--- src/hw/rtl/adv_pkg.sv ---
// Shared types, constants and helper functions for the ASCII date validator.
// No dependencies; every other file in hw/rtl refers to this package.
`default_nettype none

package adv_pkg;

  // Payload widths
  localparam int unsigned CHAR_W  = 8;
  localparam int unsigned YEAR_W  = 14;
  localparam int unsigned MONTH_W = 4;
  localparam int unsigned DAY_W   = 5;
  localparam int unsigned FAIL_W  = 3;
  localparam int unsigned CFG_W   = YEAR_W;
  localparam int unsigned CFG_IDX_W = 2;
  localparam int unsigned FIELD_CHARS = 4;

  // ASCII codes and fixed numbers of the date format
  localparam logic [CHAR_W-1:0] ASCII_HYPHEN = 8'h2D;
  localparam logic [CHAR_W-1:0] ASCII_PLUS   = 8'h2B;
  localparam logic [CHAR_W-1:0] ASCII_ZERO   = 8'h30;
  localparam logic [CHAR_W-1:0] ASCII_NINE   = 8'h39;
  localparam logic [CHAR_W-1:0] ASCII_NUL    = 8'h00;
  localparam logic [CHAR_W-1:0] DATE_LEN     = 8'd10;
  localparam logic [6:0]        MONTHS       = 7'd12;
  localparam logic [4:0]        LEAP_FEB_DAYS = 5'd29;

  // Register reset values
  localparam logic [YEAR_W-1:0]  RST_YEAR  = 14'd2000;
  localparam logic [MONTH_W-1:0] RST_MONTH = 4'd1;
  localparam logic [DAY_W-1:0]   RST_DAY   = 5'd1;

  typedef logic [CHAR_W-1:0] char_t;

  typedef enum logic [CFG_IDX_W-1:0] {
    CFG_CURRENT_YEAR  = 2'd0,
    CFG_CURRENT_MONTH = 2'd1,
    CFG_CURRENT_DAY   = 2'd2
  } cfg_idx_t;

  typedef enum logic [FAIL_W-1:0] {
    FAIL_NONE      = 3'd0,
    FAIL_LENGTH    = 3'd1,
    FAIL_SEPARATOR = 3'd2,
    FAIL_YEAR      = 3'd3,
    FAIL_MONTH     = 3'd4,
    FAIL_DAY       = 3'd5,
    FAIL_FUTURE    = 3'd6
  } fail_code_t;

  typedef struct packed {
    logic [YEAR_W-1:0]  year;
    logic [MONTH_W-1:0] month;
    logic [DAY_W-1:0]   day;
  } cfg_regs_t;

  typedef struct packed {
    char_t [9:0] chars;       // chars[k] is character k of the text
    char_t       text_length;
  } date_item_t;

  // Parsed field: sign, magnitude and the last four decimal digits read
  typedef struct packed {
    logic              neg;
    logic [YEAR_W-1:0] mag;
    logic [3:0]        d3;
    logic [3:0]        d2;
    logic [3:0]        d1;
    logic [3:0]        d0;
  } num_t;

  function automatic logic [4:0] month_days(input logic [MONTH_W-1:0] m);
    logic [4:0] days;
    case (m)
      4'd1, 4'd3, 4'd5, 4'd7, 4'd8, 4'd10, 4'd12: days = 5'd31;
      4'd4, 4'd6, 4'd9, 4'd11:                    days = 5'd30;
      4'd2:                                       days = 5'd28;
      default:                                    days = 5'd0;
    endcase
    return days;
  endfunction

endpackage

`default_nettype wire

--- src/hw/rtl/adv_ifs.sv ---
// Valid/ready channel interfaces for the date validator: date text in, verdict out.
// Depends on adv_pkg.
`default_nettype none

interface adv_in_if;
  logic           valid;
  logic           ready;
  adv_pkg::char_t byte_0;
  adv_pkg::char_t byte_1;
  adv_pkg::char_t byte_2;
  adv_pkg::char_t byte_3;
  adv_pkg::char_t byte_4;
  adv_pkg::char_t byte_5;
  adv_pkg::char_t byte_6;
  adv_pkg::char_t byte_7;
  adv_pkg::char_t byte_8;
  adv_pkg::char_t byte_9;
  adv_pkg::char_t text_length;

  modport source (output valid, byte_0, byte_1, byte_2, byte_3, byte_4, byte_5,
                  byte_6, byte_7, byte_8, byte_9, text_length, input ready);
  modport sink   (input valid, byte_0, byte_1, byte_2, byte_3, byte_4, byte_5,
                  byte_6, byte_7, byte_8, byte_9, text_length, output ready);
endinterface

interface adv_out_if;
  logic                            valid;
  logic                            ready;
  logic                            date_ok;
  logic [adv_pkg::FAIL_W-1:0]      fail_code;

  modport source (output valid, date_ok, fail_code, input ready);
  modport sink   (input valid, date_ok, fail_code, output ready);
endinterface

`default_nettype wire

--- src/hw/rtl/adv_atoi.sv ---
// atoi over a four-character window: whitespace skip, optional sign, digits.
// Depends on adv_pkg. Shorter windows are padded with NUL, which ends a number.
`default_nettype none

module adv_atoi (
  input  adv_pkg::char_t [adv_pkg::FIELD_CHARS-1:0] chars_i,  // chars_i[0] first
  output adv_pkg::num_t                             num_o
);

  function automatic logic is_space(input adv_pkg::char_t c);
    return c inside {8'h20, [8'h09:8'h0D]};
  endfunction

  function automatic logic is_digit(input adv_pkg::char_t c);
    return (c >= adv_pkg::ASCII_ZERO) && (c <= adv_pkg::ASCII_NINE);
  endfunction

  always_comb begin
    logic           skipping;
    logic           stopped;
    adv_pkg::char_t c;
    adv_pkg::num_t  n;
    skipping = 1'b1;
    stopped  = 1'b0;
    n        = '0;
    for (int i = 0; i < adv_pkg::FIELD_CHARS; i++) begin
      c = chars_i[i];
      if (skipping && is_space(c)) begin
        // still in leading whitespace
      end else if (skipping && ((c == adv_pkg::ASCII_PLUS) || (c == adv_pkg::ASCII_HYPHEN))) begin
        skipping = 1'b0;
        n.neg    = (c == adv_pkg::ASCII_HYPHEN);
      end else if (!stopped && is_digit(c)) begin
        skipping = 1'b0;
        n.mag    = adv_pkg::YEAR_W'(({3'b000, n.mag} << 3) + ({3'b000, n.mag} << 1)
                                    + {13'd0, c[3:0]});
        n.d3     = n.d2;
        n.d2     = n.d1;
        n.d1     = n.d0;
        n.d0     = c[3:0];
      end else begin
        skipping = 1'b0;
        stopped  = 1'b1;
      end
    end
    num_o = n;
  end

endmodule

`default_nettype wire

--- src/hw/rtl/adv_check.sv ---
// Date checks for one registered item: length, separators, ranges, leap year, future.
// Depends on adv_pkg and adv_atoi.
`default_nettype none

module adv_check (
  input  adv_pkg::date_item_t item_i,
  input  adv_pkg::cfg_regs_t  cfg_i,
  output adv_pkg::fail_code_t fail_o
);

  adv_pkg::num_t year_n, month_n, day_n;

  adv_atoi u_year (
    .chars_i ({item_i.chars[3], item_i.chars[2], item_i.chars[1], item_i.chars[0]}),
    .num_o   (year_n)
  );

  adv_atoi u_month (
    .chars_i ({adv_pkg::ASCII_NUL, adv_pkg::ASCII_NUL, item_i.chars[6], item_i.chars[5]}),
    .num_o   (month_n)
  );

  adv_atoi u_day (
    .chars_i ({adv_pkg::ASCII_NUL, adv_pkg::ASCII_NUL, item_i.chars[9], item_i.chars[8]}),
    .num_o   (day_n)
  );

  logic       len_ok, sep_ok, year_ok, month_ok, day_ok, future;
  logic [6:0] mon, day;
  logic       div4, cent, div400, leap;
  logic [4:0] limit;

  // two-digit windows stay below 100
  assign mon = month_n.mag[6:0];
  assign day = day_n.mag[6:0];

  assign len_ok = (item_i.text_length == adv_pkg::DATE_LEN);
  assign sep_ok = (item_i.chars[4] == adv_pkg::ASCII_HYPHEN) &&
                  (item_i.chars[7] == adv_pkg::ASCII_HYPHEN);

  assign year_ok  = !year_n.neg && (year_n.mag != '0) && (year_n.mag <= cfg_i.year);
  assign month_ok = !month_n.neg && (mon != 7'd0) && (mon <= adv_pkg::MONTHS);

  // (10a + b) mod 4 == (2a + b) mod 4, taken on the decimal digits
  assign div4   = (2'({year_n.d1[0], 1'b0}) + year_n.d0[1:0]) == 2'd0;
  assign cent   = (year_n.d1 == 4'd0) && (year_n.d0 == 4'd0);
  assign div400 = cent && ((2'({year_n.d3[0], 1'b0}) + year_n.d2[1:0]) == 2'd0);
  assign leap   = (div4 && !cent) || div400;

  assign limit  = ((mon == 7'd2) && leap) ? adv_pkg::LEAP_FEB_DAYS
                                          : adv_pkg::month_days(mon[3:0]);
  assign day_ok = !day_n.neg && (day != 7'd0) && (day <= {2'b00, limit});

  assign future = (year_n.mag == cfg_i.year) &&
                  ((mon > {3'b000, cfg_i.month}) ||
                   ((mon == {3'b000, cfg_i.month}) && (day > {2'b00, cfg_i.day})));

  always_comb begin
    if (!len_ok)        fail_o = adv_pkg::FAIL_LENGTH;
    else if (!sep_ok)   fail_o = adv_pkg::FAIL_SEPARATOR;
    else if (!year_ok)  fail_o = adv_pkg::FAIL_YEAR;
    else if (!month_ok) fail_o = adv_pkg::FAIL_MONTH;
    else if (!day_ok)   fail_o = adv_pkg::FAIL_DAY;
    else if (future)    fail_o = adv_pkg::FAIL_FUTURE;
    else                fail_o = adv_pkg::FAIL_NONE;
  end

endmodule

`default_nettype wire

--- src/hw/rtl/ascii_date_validator_core.sv ---
// Top level of the ASCII yyyy-mm-dd date validator: channels, registers, pipeline.
// Depends on adv_pkg, adv_ifs (adv_in_if, adv_out_if) and adv_check.
//
//  port       | dir | handshake    | carries
//  -----------+-----+--------------+----------------------------------------------
//  in_chan    | in  | valid/ready  | byte_0..byte_9 (date text), text_length
//  out_chan   | out | valid/ready  | date_ok, fail_code (first failing check)
//  cfg_*      | in  | cfg_we only  | cfg_index selects year/month/day, cfg_data
//
// Pipeline: one transaction per clock while out_chan.ready is high; input register
//   then result register, with all checks in the logic between.
// Reset: rst_n synchronous, active low; empties both stages and loads today's
//   date registers with 2000-01-01.
// Stalls: out_chan.ready low holds the result; the input register still takes
//   one more transaction, and in_chan.ready drops only when both stages are full.
`default_nettype none

module ascii_date_validator_core (
  input  wire logic                          clk,
  input  wire logic                          rst_n,
  adv_in_if.sink                             in_chan,
  adv_out_if.source                          out_chan,
  input  wire logic                          cfg_we,
  input  wire logic [adv_pkg::CFG_IDX_W-1:0] cfg_index,
  input  wire logic [adv_pkg::CFG_W-1:0]     cfg_data
);

  // Configuration registers: today's date
  adv_pkg::cfg_regs_t cfg_r, cfg_nxt;

  always_comb begin
    cfg_nxt = cfg_r;
    if (cfg_we) begin
      case (cfg_index)
        adv_pkg::CFG_CURRENT_YEAR:  cfg_nxt.year  = cfg_data[adv_pkg::YEAR_W-1:0];
        adv_pkg::CFG_CURRENT_MONTH: cfg_nxt.month = cfg_data[adv_pkg::MONTH_W-1:0];
        adv_pkg::CFG_CURRENT_DAY:   cfg_nxt.day   = cfg_data[adv_pkg::DAY_W-1:0];
        default:                    cfg_nxt = cfg_r;  // unused index, write dropped
      endcase
    end
  end

  always_ff @(posedge clk) begin
    if (!rst_n) begin
      cfg_r.year  <= adv_pkg::RST_YEAR;
      cfg_r.month <= adv_pkg::RST_MONTH;
      cfg_r.day   <= adv_pkg::RST_DAY;
    end else begin
      cfg_r <= cfg_nxt;
    end
  end

  // Pipeline control
  logic in_v_r, in_v_nxt;
  logic out_v_r, out_v_nxt;
  logic advance;     // input stage moves into the result stage
  logic in_xfer;     // input transaction this cycle

  assign advance       = !out_v_r || out_chan.ready;
  assign in_chan.ready = !in_v_r || advance;
  assign in_xfer       = in_chan.valid && in_chan.ready;

  always_comb begin
    in_v_nxt  = in_v_r;
    out_v_nxt = out_v_r;
    if (advance) begin
      out_v_nxt = in_v_r;
      in_v_nxt  = 1'b0;
    end
    if (in_xfer) in_v_nxt = 1'b1;
  end

  always_ff @(posedge clk) begin
    if (!rst_n) begin
      in_v_r  <= 1'b0;
      out_v_r <= 1'b0;
    end else begin
      in_v_r  <= in_v_nxt;
      out_v_r <= out_v_nxt;
    end
  end

  // Input register
  adv_pkg::date_item_t item_r;

  always_ff @(posedge clk) begin
    if (in_xfer) begin
      item_r.chars <= {in_chan.byte_9, in_chan.byte_8, in_chan.byte_7, in_chan.byte_6,
                       in_chan.byte_5, in_chan.byte_4, in_chan.byte_3, in_chan.byte_2,
                       in_chan.byte_1, in_chan.byte_0};
      item_r.text_length <= in_chan.text_length;
    end
  end

  // Checks
  adv_pkg::fail_code_t fail_nxt;

  adv_check u_check (
    .item_i (item_r),
    .cfg_i  (cfg_r),
    .fail_o (fail_nxt)
  );

  // Result register
  adv_pkg::fail_code_t fail_r;

  always_ff @(posedge clk) begin
    if (advance && in_v_r) fail_r <= fail_nxt;
  end

  assign out_chan.valid     = out_v_r;
  assign out_chan.fail_code = fail_r;
  assign out_chan.date_ok   = (fail_r == adv_pkg::FAIL_NONE);

  // Assertions
  a_ready_full: assert property (@(posedge clk) disable iff (!rst_n)
    !in_chan.ready |-> (in_v_r && out_v_r))
    else $error("input stalled while a pipeline stage is empty");

  a_accept_lands: assert property (@(posedge clk) disable iff (!rst_n)
    in_xfer |=> in_v_r)
    else $error("accepted transaction missing from input register");

  a_length_first: assert property (@(posedge clk) disable iff (!rst_n)
    (in_v_r && (item_r.text_length != adv_pkg::DATE_LEN)) |->
      (fail_nxt == adv_pkg::FAIL_LENGTH))
    else $error("bad length not reported as length failure");

  a_stage_moves: assert property (@(posedge clk) disable iff (!rst_n)
    (in_v_r && advance) |=> out_v_r)
    else $error("input stage item lost on advance");

endmodule

`default_nettype wire

--- src/flat_wrapper.sv ---
// flat-port wrapper written by rule: the top's interface ports become plain ports
module ascii_date_validator_core_flat 
  (clk, rst_n, cfg_we, cfg_index, cfg_data, in_chan_valid, in_chan_byte_0, in_chan_byte_1, in_chan_byte_2, in_chan_byte_3, in_chan_byte_4, in_chan_byte_5, in_chan_byte_6, in_chan_byte_7, in_chan_byte_8, in_chan_byte_9, in_chan_text_length, in_chan_ready, out_chan_valid, out_chan_date_ok, out_chan_fail_code, out_chan_ready);
  adv_in_if in_chan_i ();
  adv_out_if out_chan_i ();
  input  wire logic clk;
  input  wire logic rst_n;
  input  wire logic cfg_we;
  input  wire logic [adv_pkg::CFG_IDX_W-1:0] cfg_index;
  input  wire logic [adv_pkg::CFG_W-1:0] cfg_data;
  input wire logic [$bits(in_chan_i.valid)-1:0] in_chan_valid;
  input wire logic [$bits(in_chan_i.byte_0)-1:0] in_chan_byte_0;
  input wire logic [$bits(in_chan_i.byte_1)-1:0] in_chan_byte_1;
  input wire logic [$bits(in_chan_i.byte_2)-1:0] in_chan_byte_2;
  input wire logic [$bits(in_chan_i.byte_3)-1:0] in_chan_byte_3;
  input wire logic [$bits(in_chan_i.byte_4)-1:0] in_chan_byte_4;
  input wire logic [$bits(in_chan_i.byte_5)-1:0] in_chan_byte_5;
  input wire logic [$bits(in_chan_i.byte_6)-1:0] in_chan_byte_6;
  input wire logic [$bits(in_chan_i.byte_7)-1:0] in_chan_byte_7;
  input wire logic [$bits(in_chan_i.byte_8)-1:0] in_chan_byte_8;
  input wire logic [$bits(in_chan_i.byte_9)-1:0] in_chan_byte_9;
  input wire logic [$bits(in_chan_i.text_length)-1:0] in_chan_text_length;
  output wire logic [$bits(in_chan_i.ready)-1:0] in_chan_ready;
  output wire logic [$bits(out_chan_i.valid)-1:0] out_chan_valid;
  output wire logic [$bits(out_chan_i.date_ok)-1:0] out_chan_date_ok;
  output wire logic [$bits(out_chan_i.fail_code)-1:0] out_chan_fail_code;
  input wire logic [$bits(out_chan_i.ready)-1:0] out_chan_ready;
  assign in_chan_i.valid = in_chan_valid;
  assign in_chan_i.byte_0 = in_chan_byte_0;
  assign in_chan_i.byte_1 = in_chan_byte_1;
  assign in_chan_i.byte_2 = in_chan_byte_2;
  assign in_chan_i.byte_3 = in_chan_byte_3;
  assign in_chan_i.byte_4 = in_chan_byte_4;
  assign in_chan_i.byte_5 = in_chan_byte_5;
  assign in_chan_i.byte_6 = in_chan_byte_6;
  assign in_chan_i.byte_7 = in_chan_byte_7;
  assign in_chan_i.byte_8 = in_chan_byte_8;
  assign in_chan_i.byte_9 = in_chan_byte_9;
  assign in_chan_i.text_length = in_chan_text_length;
  assign in_chan_ready = in_chan_i.ready;
  assign out_chan_valid = out_chan_i.valid;
  assign out_chan_date_ok = out_chan_i.date_ok;
  assign out_chan_fail_code = out_chan_i.fail_code;
  assign out_chan_i.ready = out_chan_ready;
  ascii_date_validator_core u_core (.clk(clk), .rst_n(rst_n), .in_chan(in_chan_i), .out_chan(out_chan_i), .cfg_we(cfg_we), .cfg_index(cfg_index), .cfg_data(cfg_data));
endmodule
--- config.mk ---
export PLATFORM = sky130hd
export DESIGN_NAME = ascii_date_validator_core_flat
export DESIGN_NICKNAME = d
export VERILOG_FILES = /design/src/hw/rtl/adv_pkg.sv /design/src/hw/rtl/adv_ifs.sv /design/src/hw/rtl/adv_atoi.sv /design/src/hw/rtl/adv_check.sv /design/src/hw/rtl/ascii_date_validator_core.sv /design/src/flat_wrapper.sv
export SDC_FILE = /design/constraint.sdc
export NUM_CORES = 1
export LEC_CHECK = 0
export BUFFER_PORTS_ARGS = -buffer_cell sky130_fd_sc_hd__buf_2
export CELL_PAD_IN_SITES_DETAIL_PLACEMENT = 1
export CELL_PAD_IN_SITES_GLOBAL_PLACEMENT = 2
export CORE_ASPECT_RATIO = 0.7
export CORE_MARGIN = 5
export CORE_UTILIZATION = 37
export CTS_BUF_LIST = sky130_fd_sc_hd__clkbuf_8 sky130_fd_sc_hd__clkbuf_16
export DETAILED_ROUTE_END_ITERATION = 7
export PLACE_DENSITY = 0.84
export SETUP_SLACK_MARGIN = 0.2
export SYNTH_ARGS = -nofsm -noshare
export SYNTH_HDL_FRONTEND = slang
export SYNTH_SLANG_ARGS = --single-unit
--- constraint.sdc ---
create_clock -name clk -period 8.6 [get_ports clk]
set_input_delay 0.43 -clock clk [delete_from_list [all_inputs] [get_ports clk]]
set_output_delay 0.43 -clock clk [all_outputs]
set_load 0.02 [all_outputs]
Word level (Yosys, flattened, before mapping). Memories as Yosys holds them, arrays and structs flattened. Index checks and enable logic that the tools add are counted.

Flip-flop bits (word level): 116. Bits in read-only memories: 80. Input port bits: 109. Output and inout port bits: 6. Word-level logic and storage cells: 251. Memories kept: 1.

Add/sub/neg operators: 12. Order comparisons: 37. Eq/ne operators: 32. Muxes and demuxes: 60. Reductions and logical operators: 91.

Memories: (no name shown) (words 16, width 5, read ports 1, clocked after memory_dff 0, wr ports 0, line adv_pkg.sv:73) `case (m)`.

Operators by type and width (count): $mux W30 (10); $mux W31 (8); $eq A8 B6 Y1 const B (26); $mux W20 (6); $add A14 B14 Y14 (5); $add A14 B4 Y14 (5); $ge A8 B4 Y1 const B (8); $ge A8 B6 Y1 const B (8); $le A8 B4 Y1 const B (8); $le A8 B6 Y1 const B (8); $logic_and A1 B1 Y1 (46); $mux W1 (30); $reduce_bool A2 Y1 (9); $eq A14 B14 Y1 (1); $le A14 B14 Y1 (1); $reduce_bool A14 Y1 (1); $reduce_bool A7 Y1 (2); $logic_or A1 B1 Y1 (12); $logic_not A1 Y1 (11); $mux W3 (3); $eq A8 B4 Y1 const B (1); $logic_not A4 Y1 (2); $eq A7 B2 Y1 const B (1); $eq A7 B4 Y1 (1); other kinds (13) (19).

Longest topological paths before layout. Gate-level depths: netlist of run 1.

Word-level depth: 33. Depth in mapped cells: 35. Depth with buffers taken out: 34.

By module. A second synthesis of run 1 with hierarchy kept.

Cells, all modules: 1393. Area, all modules: 12214.2 um^2.

Modules (own cells, without submodules): adv_atoi (u_core.u_check.u_day ...) (times used 2, cells an instance 360, area an instance 2483.6 um^2, sequential area each 0.0 um^2); ascii_date_validator_core (times used 1, cells an instance 197, area an instance 3781.1 um^2, sequential area each 3233.1 um^2); adv_atoi (u_core.u_check.u_year) (times used 1, cells an instance 333, area an instance 2384.8 um^2, sequential area each 0.0 um^2); adv_check (times used 1, cells an instance 143, area an instance 1081.0 um^2, sequential area each 0.0 um^2).

Least setup slack after synthesis of run 1. Ideal clock, no wire load.

Path type: register -> register. Start: register u_core.item_r[15] (netlist bit). End: register u_core.fail_r[0] (netlist: u_core.out_chan.fail_code[0]), data pin. Library setup time: 0.263 ns. Arrival time: 6.424 ns. Data required time: 8.337 ns. Setup slack: 1.913 ns. Cell stages (with the launch flop): 30. Buffers on the path: 0. Period minus slack after synthesis: 6.687 ns. Path through: edfxtp_1 > and4bb_1 > and3_1 > ha_1 > ha_1 > nor2_1 > nor4b_1 > fa_1 > ha_1 > a211oi_1 > nor2_1 > xnor2_1 > mux2i_1 > ha_1 > ha_1 > o21a_1 > o31a_1 > o21a_1 > nor2_1 > xnor2_1 > nor3b_1 > a21o_1 > ha_1 > nand3_1 > a21oi_1 > a2111oi_0 > o31a_1 > o32a_1 > nor3b_1 > a21oi_1.

Word-level cells in the longest chain between the ends: 33. Elaborated cells on any way between the ends: 81. Those cells by class: add/sub (8); order compare (6); eq/ne (3); mux (33); reduce/logical (31).

Ends and longest elaborated chain: start: declaration (line ascii_date_validator_core.sv:84) `adv_pkg::date_item_t item_r;`; parallel branches: the longest is 19 deep, another holds $add A14 B14 Y14; $mux W31 (*) (line adv_atoi.sv:28) `if (skipping && is_space(c)) begin`; $logic_not A4 Y1 (line adv_check.sv:46) `assign cent = (year_n.d1 == 4'd0) && (year_n.d0 == 4'd0);`; $logic_and A1 B1 Y1 (line adv_check.sv:46); $logic_not A1 Y1 (line adv_check.sv:48) `assign leap = (div4 && !cent) || div400;`; $logic_and A1 B1 Y1 (line adv_check.sv:48); $logic_or A1 B1 Y1 (line adv_check.sv:48); $logic_and A1 B1 Y1 (line adv_check.sv:50) `assign limit = ((mon == 7'd2) && leap) ? adv_pkg::LEAP_FEB_DAYS`; $mux W5 (line adv_check.sv:50); $le A7 B5 Y1 (line adv_check.sv:52) `assign day_ok = !day_n.neg && (day != 7'd0) && (day <= {2'b00, limit});`; $logic_and A1 B1 Y1 (line adv_check.sv:52); $mux W3 (line adv_check.sv:63) `else if (!day_ok) fail_o = adv_pkg::FAIL_DAY;`; $mux W3 (line adv_check.sv:62) `else if (!month_ok) fail_o = adv_pkg::FAIL_MONTH;`; $mux W2 (*) (line adv_check.sv:61) `else if (!year_ok) fail_o = adv_pkg::FAIL_YEAR;`; $mux W2 (*) (line adv_check.sv:60) `else if (!sep_ok) fail_o = adv_pkg::FAIL_SEPARATOR;`; end signal: assignment (line ascii_date_validator_core.sv:108) `if (advance && in_v_r) fail_r <= fail_nxt;`; end: declaration (line ascii_date_validator_core.sv:105) `adv_pkg::fail_code_t fail_r;`.

Every way passes the cells marked *. A chain may end at the register's enable or synchronous reset.

Worst setup path after layout of run 1. Same ends and word-level chain as after synthesis.

==> results by group, run 1 <==
Run status
  • Status: finished, final reports clean

Logic synthesis
  • Largest cells by area after synthesis: edfxtp_1 33%, ha_1 13%, dfxtp_1 6.0%
  • EDFF count, synth: 91
  • Post-synth ARST share: 0
  • Synth Register Bits: between 100 and 150
  • Post-Synthesis Cell Area: 0.00827 mm^2
  • Synth cell count leaders: 91 x edfxtp_1, 85 x ha_1, 67 x nand2_1
  • Netlist cell types: 89
  • Synth warnings: 0
  • Sequential area share after synthesis: 0.391
  • Cell taking the most area after synthesis: edfxtp_1
  • Most common cell in the netlist: edfxtp_1
  • Top-area cell type share of the netlist area: 0.330
  • Syn Area/Cell: 10.0 um^2
  • Synth Instances: 824
  • Most common flop cell mapped by yosys: edfxtp_1
  • Mapped Nets: 1028

Floorplanning
  • Die width: ~190 um
  • Die H: 135 um
  • Initial Utilization: 0.379
  • Row count: 45
  • Die area: about 0.025 mm^2
  • Core footprint: 0.0218 mm^2
  • IO Count: 115

Final layout
  • Final Net Count: 1145
  • Ratio of cells with drive above 1 in the final layout: 0.184
  • Area growth, synth to finish: 16.9%

Clocking
  • Clk pin slew, worst setup/hold paths: 60 ps
  • Hold_buf cts: 0
  • CTS tree: built
  • H-tree levels: 4
  • CTS root buf: clkbuf_16
  • Maximum clock insertion buffer count: 2
  • Worst skew pair latency: 430 ps
  • Clock Sink Count: between 100 and 150
  • Num CTS Buffers: 17

Worst setup path
  • Crit path DAT: 7900 ps
  • Critical path launch point type: flip-flop
  • Critical setup path kind: reg -> reg
  • Slowest cell delay on critical path: 610 ps
  • Worst EP required: 8770 ps
  • CP Capture Type: flip-flop
  • Critical-path maximum fanout: 7
  • Buffers and inverters on the worst path: 2
  • Most numerous cell on the critical path: ha_1
  • CP max-delay cell: fa_1
  • Top delay family on crit path: simple AND/OR/NAND/NOR gates

Drt
  • Final WL: 24100 um
  • First DRT Iteration DRCs: 500
  • DRC Markers: 0
  • Via count: 6813
  • Via density: about 5.5
  • Drt pass-1 iters: 5
  • Routed Antenna Nets: 0
  • WL/cell: 19.5 um

STA
  • Final setup fails: 0
  • Crit path time final: 7730 ps
  • Final Hold Fails: 0
  • Skew final: 9.71 ps
  • Rel. slew slack: 0.222
  • F_max: between 100 and 150 MHz
  • Worst Tran Pin Value: 1160 ps
  • Final Cycle Share: 0.899
  • RSZ-0062 raised after global routing: false
  • Slew Limit Fails: 0
  • TNS Setup: 0 ps
  • Setup ws final: 873 ps

Pwr
  • Gate power share: 0.088
  • Power Density: 149 mW/mm^2
  • Sequential cell fraction of total power: 0.462
  • Int Power: 1.07 mW
  • Clock share of power: 0.449
  • NetSw: 0.380 mW
  • Leak pwr: 4.14 nW
  • Sw frac: 0.263
  • Peak VDD IR: 0.118 mV

Placed design
  • Final GP Congestion: 0.870
  • # port buffers: between 100 and 150
  • Dpl ws: 922 ps
  • DP HPWL: 19100 um

Global routing
  • Largest net degree at the start of global routing: 83
  • Vias in the first global route: 6938
  • Global-route wire length before repair: between 30000 and 40000 um
  • GRT Total Usage: 0.192
  • Antenna violations before repair: 5
  • Grt ovf: 0

Run
  • Max-Cap Viols: 0

Hold path
  • Hold Crit Class: in -> reg
==> routing by layer <==
layer | vias up | GRT usage | part of all wire | wire (um)
met2 | 218 | 0.258 | 0.39 | 9320
met1 | 3257 | 0.299 | 0.53 | 12700
met4 | 6 | 0.0494 | 0.012 | 282
met3 | 25 | 0.0504 | 0.073 | 1750
met5 | - | 0 | 0.0016 | 38
li1 | 3307 | - | - | -
==> registers in the layout, indices dropped and copies added, names as in the netlist <==
name / cells
u_core.item_r: 88
u_core.cfg_r: 23
u_core.out_chan.valid: 1
u_core.in_v_r: 1
u_core.out_chan.fail_code: 3
==> cells in the final DEF, fill, tap and decap left out, types with 15 or more instances in the layout <==
master     synthesis  final
nor3_1            19     19
xor2_1            15     15
a21oi_1           40     40
mux2i_1           16     16
nor2b_1           31     31
o21ai_0           32     32
nor2_1            51     51
and3_1            18     18
nand2_1           67     67
ha_1              85     85
buf_2              6    114
inv_1             58     58
dfxtp_1           25     25
edfxtp_1          91     91
clkbuf_16          0     17
==> cell families after synthesis <==
logic type,synth area share
AND/OR/NAND/NOR,0.204
AO/OA/AOI/OAI,0.158
flip-flops,0.391
adder cells (fa/ha/maj),0.154
buffers and inverters,0.0372
XOR/XNOR,0.0316
multiplexers,0.0248
==> power groups by stage <==
stage               sequential, mW  clock [mW]  combinational, mW
floorplan                    0.667           0             0.0807
global placement             0.677           0              0.125
detailed placement           0.680           0              0.128
CTS                          0.668       0.664              0.129
global route                 0.672       0.690              0.143
finish                       0.668       0.650              0.128
==> metrics by stage <==
step	cell area, um^2	power [mW]	hold WS (ps)	instances	utilization
6_report	9670	1.45	173	1238	0.443
5_1_grt	9670	1.51	156	1237	0.443
4_1_cts	9660	1.46	158	1236	0.442
3_5_place_dp	9130	0.807	464	1204	0.418
3_3_place_gp	9130	0.802	454	1204	0.418
2_1_floorplan	8270	0.748	443	824	-
==> worst paths after layout <==
kind / startpoint / end / slack (ps) / cells after the start
max: u_core.item_r[15]$_DFFE_PP_ / u_core.out_chan.fail_code[0]$_SDFFCE_PP1P_ / 870 / 31
min: in_chan_byte_6[1] / u_core.item_r[57]$_DFFE_PP_ / 170 / 1
max reg2reg: u_core.item_r[15]$_DFFE_PP_ / u_core.out_chan.fail_code[0]$_SDFFCE_PP1P_ / 870 / 31
min reg2reg: u_core.cfg_r[12]$_SDFFE_PN0P_ / u_core.cfg_r[12]$_SDFFE_PN0P_ / 470 / 2
==> cell type report <==
cell class	count	area, um^2
Inverter	58	218
Antenna cell	2	5.00
Clock buffer	17	425
Timing Repair Buffer	116	586
Sequential cell	116	3230
Fill cell	2507	12200
Multi-Input combinational cell	632	4740
Clock inverter	15	109
Tap cell	282	353
==> repair_timing <==
| action | CTS | global route |
|---|---|---|
| gates resized for setup | 0 | 1 |
| buffers inserted | 0 | 0 |
| setup endpoints to repair | 0 | 2 |
Power figures use the tool's default switching activity.
==> inputs of run 2 (changes only) <==
Settings changed: CORE_UTILIZATION 37 to 40, PLACE_DENSITY 0.84 to 0.9.
Clock period 8.6 ns to 9.03 ns, I/O delays scaled along.
==> results by group, run 2 (same netlist as run 1, synthesis figures left out) <==
Run status
  • Status: finished, final reports clean

Pwr
  • Sequential cell fraction of total power: 0.424
  • Power Density: roughly 150 mW/mm^2
  • Sw frac: 0.248
  • Clock share of power: 0.494
  • NetSw: 0.373 mW
  • Total power: 1.50 mW
  • Leak pwr: around 4.2 nW
  • Int Power: about 1.1 mW
  • Gate power share: 0.082
  • Peak VDD IR: about 0.14 mV

STA
  • Final setup fails: 0
  • Rel. slew slack: 0.221
  • Skew final: 12.7 ps
  • F_max: 127 MHz
  • Final Cycle Share: 0.871
  • Worst Tran Pin Value: 1160 ps
  • RSZ-0062 raised after global routing: false
  • Crit path time final: 7870 ps
  • Final Hold Fails: 0
  • TNS Setup: 0 ps
  • Slew Limit Fails: 0

Clocking
  • Hold_buf cts: 0
  • Setup bufs post-CTS: 0
  • Clock Sink Count: 116
  • CTS tree: built
  • Clk pin slew, worst setup/hold paths: around 70 ps
  • Maximum clock insertion buffer count: 2
  • Post-cts resize count: 0
  • CTS root buf: clkbuf_16
  • H-tree levels: 4
  • Num CTS Buffers: 17
  • Worst skew pair latency: ~430 ps

Placed design
  • Cells after DPL: 1198
  • Final GP Congestion: 0.865
  • DP HPWL: between 15000 and 20000 um
  • # port buffers: about 110
  • Dpl cell area: 0.00912 mm^2

Drt
  • Via density: 5.62
  • Routed Antenna Nets: 0
  • First DRT Iteration DRCs: 424
  • Final WL: approximately 25000 um
  • Via count: 6901
  • WL/cell: 20.2 um
  • Drt pass-1 iters: 5
  • DRC Markers: 0

Global routing
  • Met3 usage: 0.0485
  • Largest net degree at the start of global routing: 84
  • Grt ovf: 0
  • Global-route wire length before repair: around 39000 um
  • Gr busiest metal: met2
  • GRT Total Usage: 0.211
  • Met2 usage: 0.316
  • Antenna violations before repair: 1
  • Vias in the first global route: 7099
  • Routing usage on met1: 0.312

Final layout
  • Final Cell Area: 0.00975 mm^2
  • Most common cell after layout, fill and taps aside: buf_2
  • Largest register FFs: 88
  • Most frequent cells in the layout: 114 x buf_2, 91 x edfxtp_1, 85 x ha_1, 67 x nand2_1, 58 x inv_1
  • Final cell count without fillers: 1229
  • Final Net Count: 1145
  • Ant diodes: 0
  • Register bank with the most flops: u_core.item_r
  • Area growth, synth to finish: 17.8%
  • Ratio of cells with drive above 1 in the final layout: 0.185

Floorplanning
  • Row count: 44
  • Die width: 182 um
  • Initial Utilization: 0.403
  • Core footprint: 0.0205 mm^2
  • Die H: 130 um
  • Die area: 0.0237 mm^2
  • IO Count: roughly 120

Worst setup path
  • Critical setup path kind: reg -> reg
  • Most numerous cell on the critical path: ha_1
  • Worst EP required: 9200 ps
  • Slowest cell delay on critical path: 590 ps
  • Crit path DAT: 8040 ps
  • CP Capture Type: flip-flop
  • Critical path launch point type: flip-flop
  • Critical-path maximum fanout: 7
  • CP max-delay cell: a2111oi_0

Hold path
  • Hold Crit Class: in -> reg

Run
  • Max-Cap Viols: 0
## run 2: cell count changes in the layout (fill, tap and decap cells not counted), sizes merged
cell / before / now
clkinv: 9 / 4
inv: 60 / 62
diode: 2 / 0
bufinv: 0 / 4
clkinvlp: 4 / 2
## run 2: path summary, 6_finish.rpt
kind / depth (start not counted) / end / startpoint / slack (ps)
worst max-delay path: 31 / u_core.out_chan.fail_code[0]$_SDFFCE_PP1P_ / u_core.item_r[15]$_DFFE_PP_ / 1160
worst min-delay path: 1 / u_core.item_r[17]$_DFFE_PP_ / in_chan_byte_1[1] / 190
worst max register to register: 31 / u_core.out_chan.fail_code[0]$_SDFFCE_PP1P_ / u_core.item_r[15]$_DFFE_PP_ / 1160
worst min register to register: 2 / u_core.cfg_r[10]$_SDFFE_PN0P_ / u_core.cfg_r[10]$_SDFFE_PN0P_ / 480
## run 2: worst max-delay path: cells and delay by family, from the launching register on
kind                       cells  cell delay (ps)
adders and majority gates      7             2590
and+or+nand+nor                7             1310
xor gates and xnor gates       2              270
DFF                            1              480
buffers and inverters          2              240
muxes                          1              360
AOI/OAI and AO/OA             12             2360
## run 2: layer usage
metal / vias up / share of wire
met5: - / 0.00081
met4: 2 / 0.012
met3: 24 / 0.055
met2: 194 / 0.42
met1: 3373 / 0.51
li1: 3308 / -
## run 2: through the flow
stage | worst slack (ps) | hold WS [ps] | util
floorplan | 2340 | 443 | -
global placement | 1440 | 455 | 0.444
detailed placement | 1380 | 471 | 0.444
CTS | 1280 | 175 | 0.475
global route | 745 | 175 | 0.475
finish | 1160 | 193 | 0.475
## run 2: layout make-up
cell class / instances / area (um^2)
clock buffers: 17 / 425
inverters: 58 / 218
well taps: 276 / 345
fillers: 2347 / 10800
repair buffers: 116 / 586
clock inverters: 14 / 201
flip-flops and latches: 116 / 3230
multi-input cells: 632 / 4740
## run 2: power by group through the flow
stage                     sequential, mW  clock, mW  combinational (mW)
after global placement             0.645          0               0.117
after global routing               0.641      0.784               0.138
after detailed placement           0.648          0               0.122
after CTS                          0.637      0.758               0.124
after floorplan                    0.635          0              0.0769
final                              0.637      0.743               0.123
==> inputs of run 3 (changes only) <==
Settings changed: CORE_MARGIN 5 to unset, GPL_TIMING_DRIVEN set to 0.
==> results by group, run 3 (same netlist as run 1, synthesis figures left out) <==
Pwr
  • Gate power share: 0.088
  • Clock share of power: 0.490
  • Sequential cell fraction of total power: 0.422
  • Sw frac: 0.258
  • Power Density: 152 mW/mm^2
  • NetSw: about 0.39 mW
  • Leak pwr: 4.24 nW
  • Int Power: 1.11 mW
  • Peak VDD IR: 0.105 mV

Placed design
  • Final GP Congestion: 0.839
  • Dpl cell area: 0.00921 mm^2
  • DP HPWL: ~18000 um
  • # port buffers: ~110
  • Cells after DPL: about 1200

STA
  • Skew final: ~10 ps
  • Rel. slew slack: 0.168
  • Final Cycle Share: 0.920
  • Slew Limit Fails: 0
  • Final setup fails: 0
  • RSZ-0062 raised after global routing: false
  • Crit path time final: between 8000 and 9000 ps
  • Worst Tran Pin Value: 1230 ps
  • F_max: 120 MHz
  • TNS Setup: 0 ps
  • Final Hold Fails: 0

Worst setup path
  • Critical path origin: u_core.item_r[15]$_DFFE_PP_
  • Critical-path maximum fanout: 7
  • Top delay family on crit path: simple AND/OR/NAND/NOR gates
  • CP max-delay cell: nor4b_1
  • Reg2reg start: u_core.item_r[15]$_DFFE_PP_
  • Worst EP required: 9260 ps
  • Buffers and inverters on the worst path: 0
  • Crit path DAT: approximately 8500 ps
  • CP Capture Type: flip-flop
  • Critical path launch point type: flip-flop
  • Slowest cell delay on critical path: roughly 1000 ps
  • Critical setup path kind: reg -> reg
  • Most numerous cell on the critical path: ha_1
  • Flop2flop setup slack: ~730 ps

Final layout
  • Area growth, synth to finish: 18.8%
  • Final cell count without fillers: 1241
  • Most frequent cells in the layout: 120 x buf_2, 91 x edfxtp_1, 85 x ha_1, 67 x nand2_1, 58 x inv_1
  • Ratio of cells with drive above 1 in the final layout: 0.188
  • Register bank with the most flops: u_core.item_r
  • Most common cell after layout, fill and taps aside: buf_2
  • Final Net Count: about 1200
  • Ant diodes: 0
  • Largest register FFs: 88
  • Fin util: 0.491
  • Final Cell Area: 0.00983 mm^2

Clocking
  • Maximum clock insertion buffer count: 2
  • Hold_buf cts: 0
  • Clock Sink Count: 116
  • H-tree levels: 4
  • CTS tree: built
  • Worst skew pair latency: 430 ps
  • Num CTS Buffers: 17
  • Clk pin slew, worst setup/hold paths: 70 ps
  • Setup bufs post-CTS: 0
  • CTS root buf: clkbuf_16
  • Post-cts resize count: 0

Global routing
  • Antenna violations before repair: 0
  • Largest net degree at the start of global routing: 78
  • Met2 usage: 0.346
  • GRT Total Usage: 0.234
  • Vias in the first global route: 7167
  • Met3 usage: 0.0480
  • Routing usage on met1: 0.349
  • Gr busiest metal: met1
  • Grt ovf: 0
  • Global-route wire length before repair: 38600 um

Hold path
  • HP Start: in_chan_byte_0[1]
  • Hold Crit Class: in -> reg

Drt
  • Final WL: between 20000 and 25000 um
  • WL/cell: 19.0 um
  • Drt pass-1 iters: 4
  • Via density: ~5.5
  • First DRT Iteration DRCs: 401
  • Routed Antenna Nets: 0
  • DRC Markers: 0
  • Via count: between 6000 and 7000

Floorplanning
  • Die width: 174 um
  • IO Count: 115
  • Row count: between 40 and 50
  • Die area: 0.0213 mm^2
  • Die H: ~120 um
  • Initial Utilization: 0.413
  • Core footprint: 0.0200 mm^2

Run
  • Max-Cap Viols: 0

Run status
  • Status: finished, final reports clean
run 3: changes by cell type in the layout (fill, tap and decap cells not counted), sizes merged:
cell,before,now
buf,116,123
bufinv,4,3
clkbuf,17,27
clkinv,4,5
clkinvlp,2,1
inv,62,64
run 3: final cells by class:
type,count,area [um^2]
multi-input combinational,632,4730
sequential,116,3230
fill,2275,10200
clock inverter,15,195
timing repair buffer,115,598
tap,270,338
buffer,18,90.1
inverter,58,218
clock buffer,17,425
run 3: per-layer routing:
metal | routed length, um | share of wire
met1 | 12500 | 0.53
met2 | 9780 | 0.41
met3 | 1210 | 0.051
met4 | 152 | 0.0064
met5 | 0 | 0
run 3: through the flow:
stage	total power, mW	setup slack [ps]	hold WS [ps]
after floorplan	0.712	2340	443
after detailed placement	0.771	925	466
after global placement	0.764	916	454
final	1.49	727	195
after CTS	1.50	822	185
after global routing	1.55	265	179
run 3: power groups by stage:
stage          Clock [mW]  Sequential, mW  Combinational, mW
3_5_place_dp            0           0.641              0.130
4_1_cts             0.740           0.631              0.131
3_3_place_gp            0           0.641              0.122
5_1_grt             0.764           0.635              0.146
6_report            0.733           0.631              0.131
2_1_floorplan           0           0.635             0.0769
run 3: final timing paths:
path	to	cells past startpoint
setup / recovery	u_core.out_chan.fail_code[1]$_SDFFCE_PP0P_	28
hold / removal	u_core.item_r[9]$_DFFE_PP_	1
setup reg to reg	u_core.out_chan.fail_code[1]$_SDFFCE_PP0P_	28
hold reg to reg	u_core.cfg_r[22]$_SDFFE_PN0P_	2
run 3: worst register-to-register path: cells and delay by family, from the launching register on:
family	cells	cell delay, ps
DFF	1	500
adders and majority gates	7	2430
xor gates and xnor gates	2	450
muxes	1	360
AOI/OAI and AO/OA	8	1770
and+or+nand+nor	10	2580
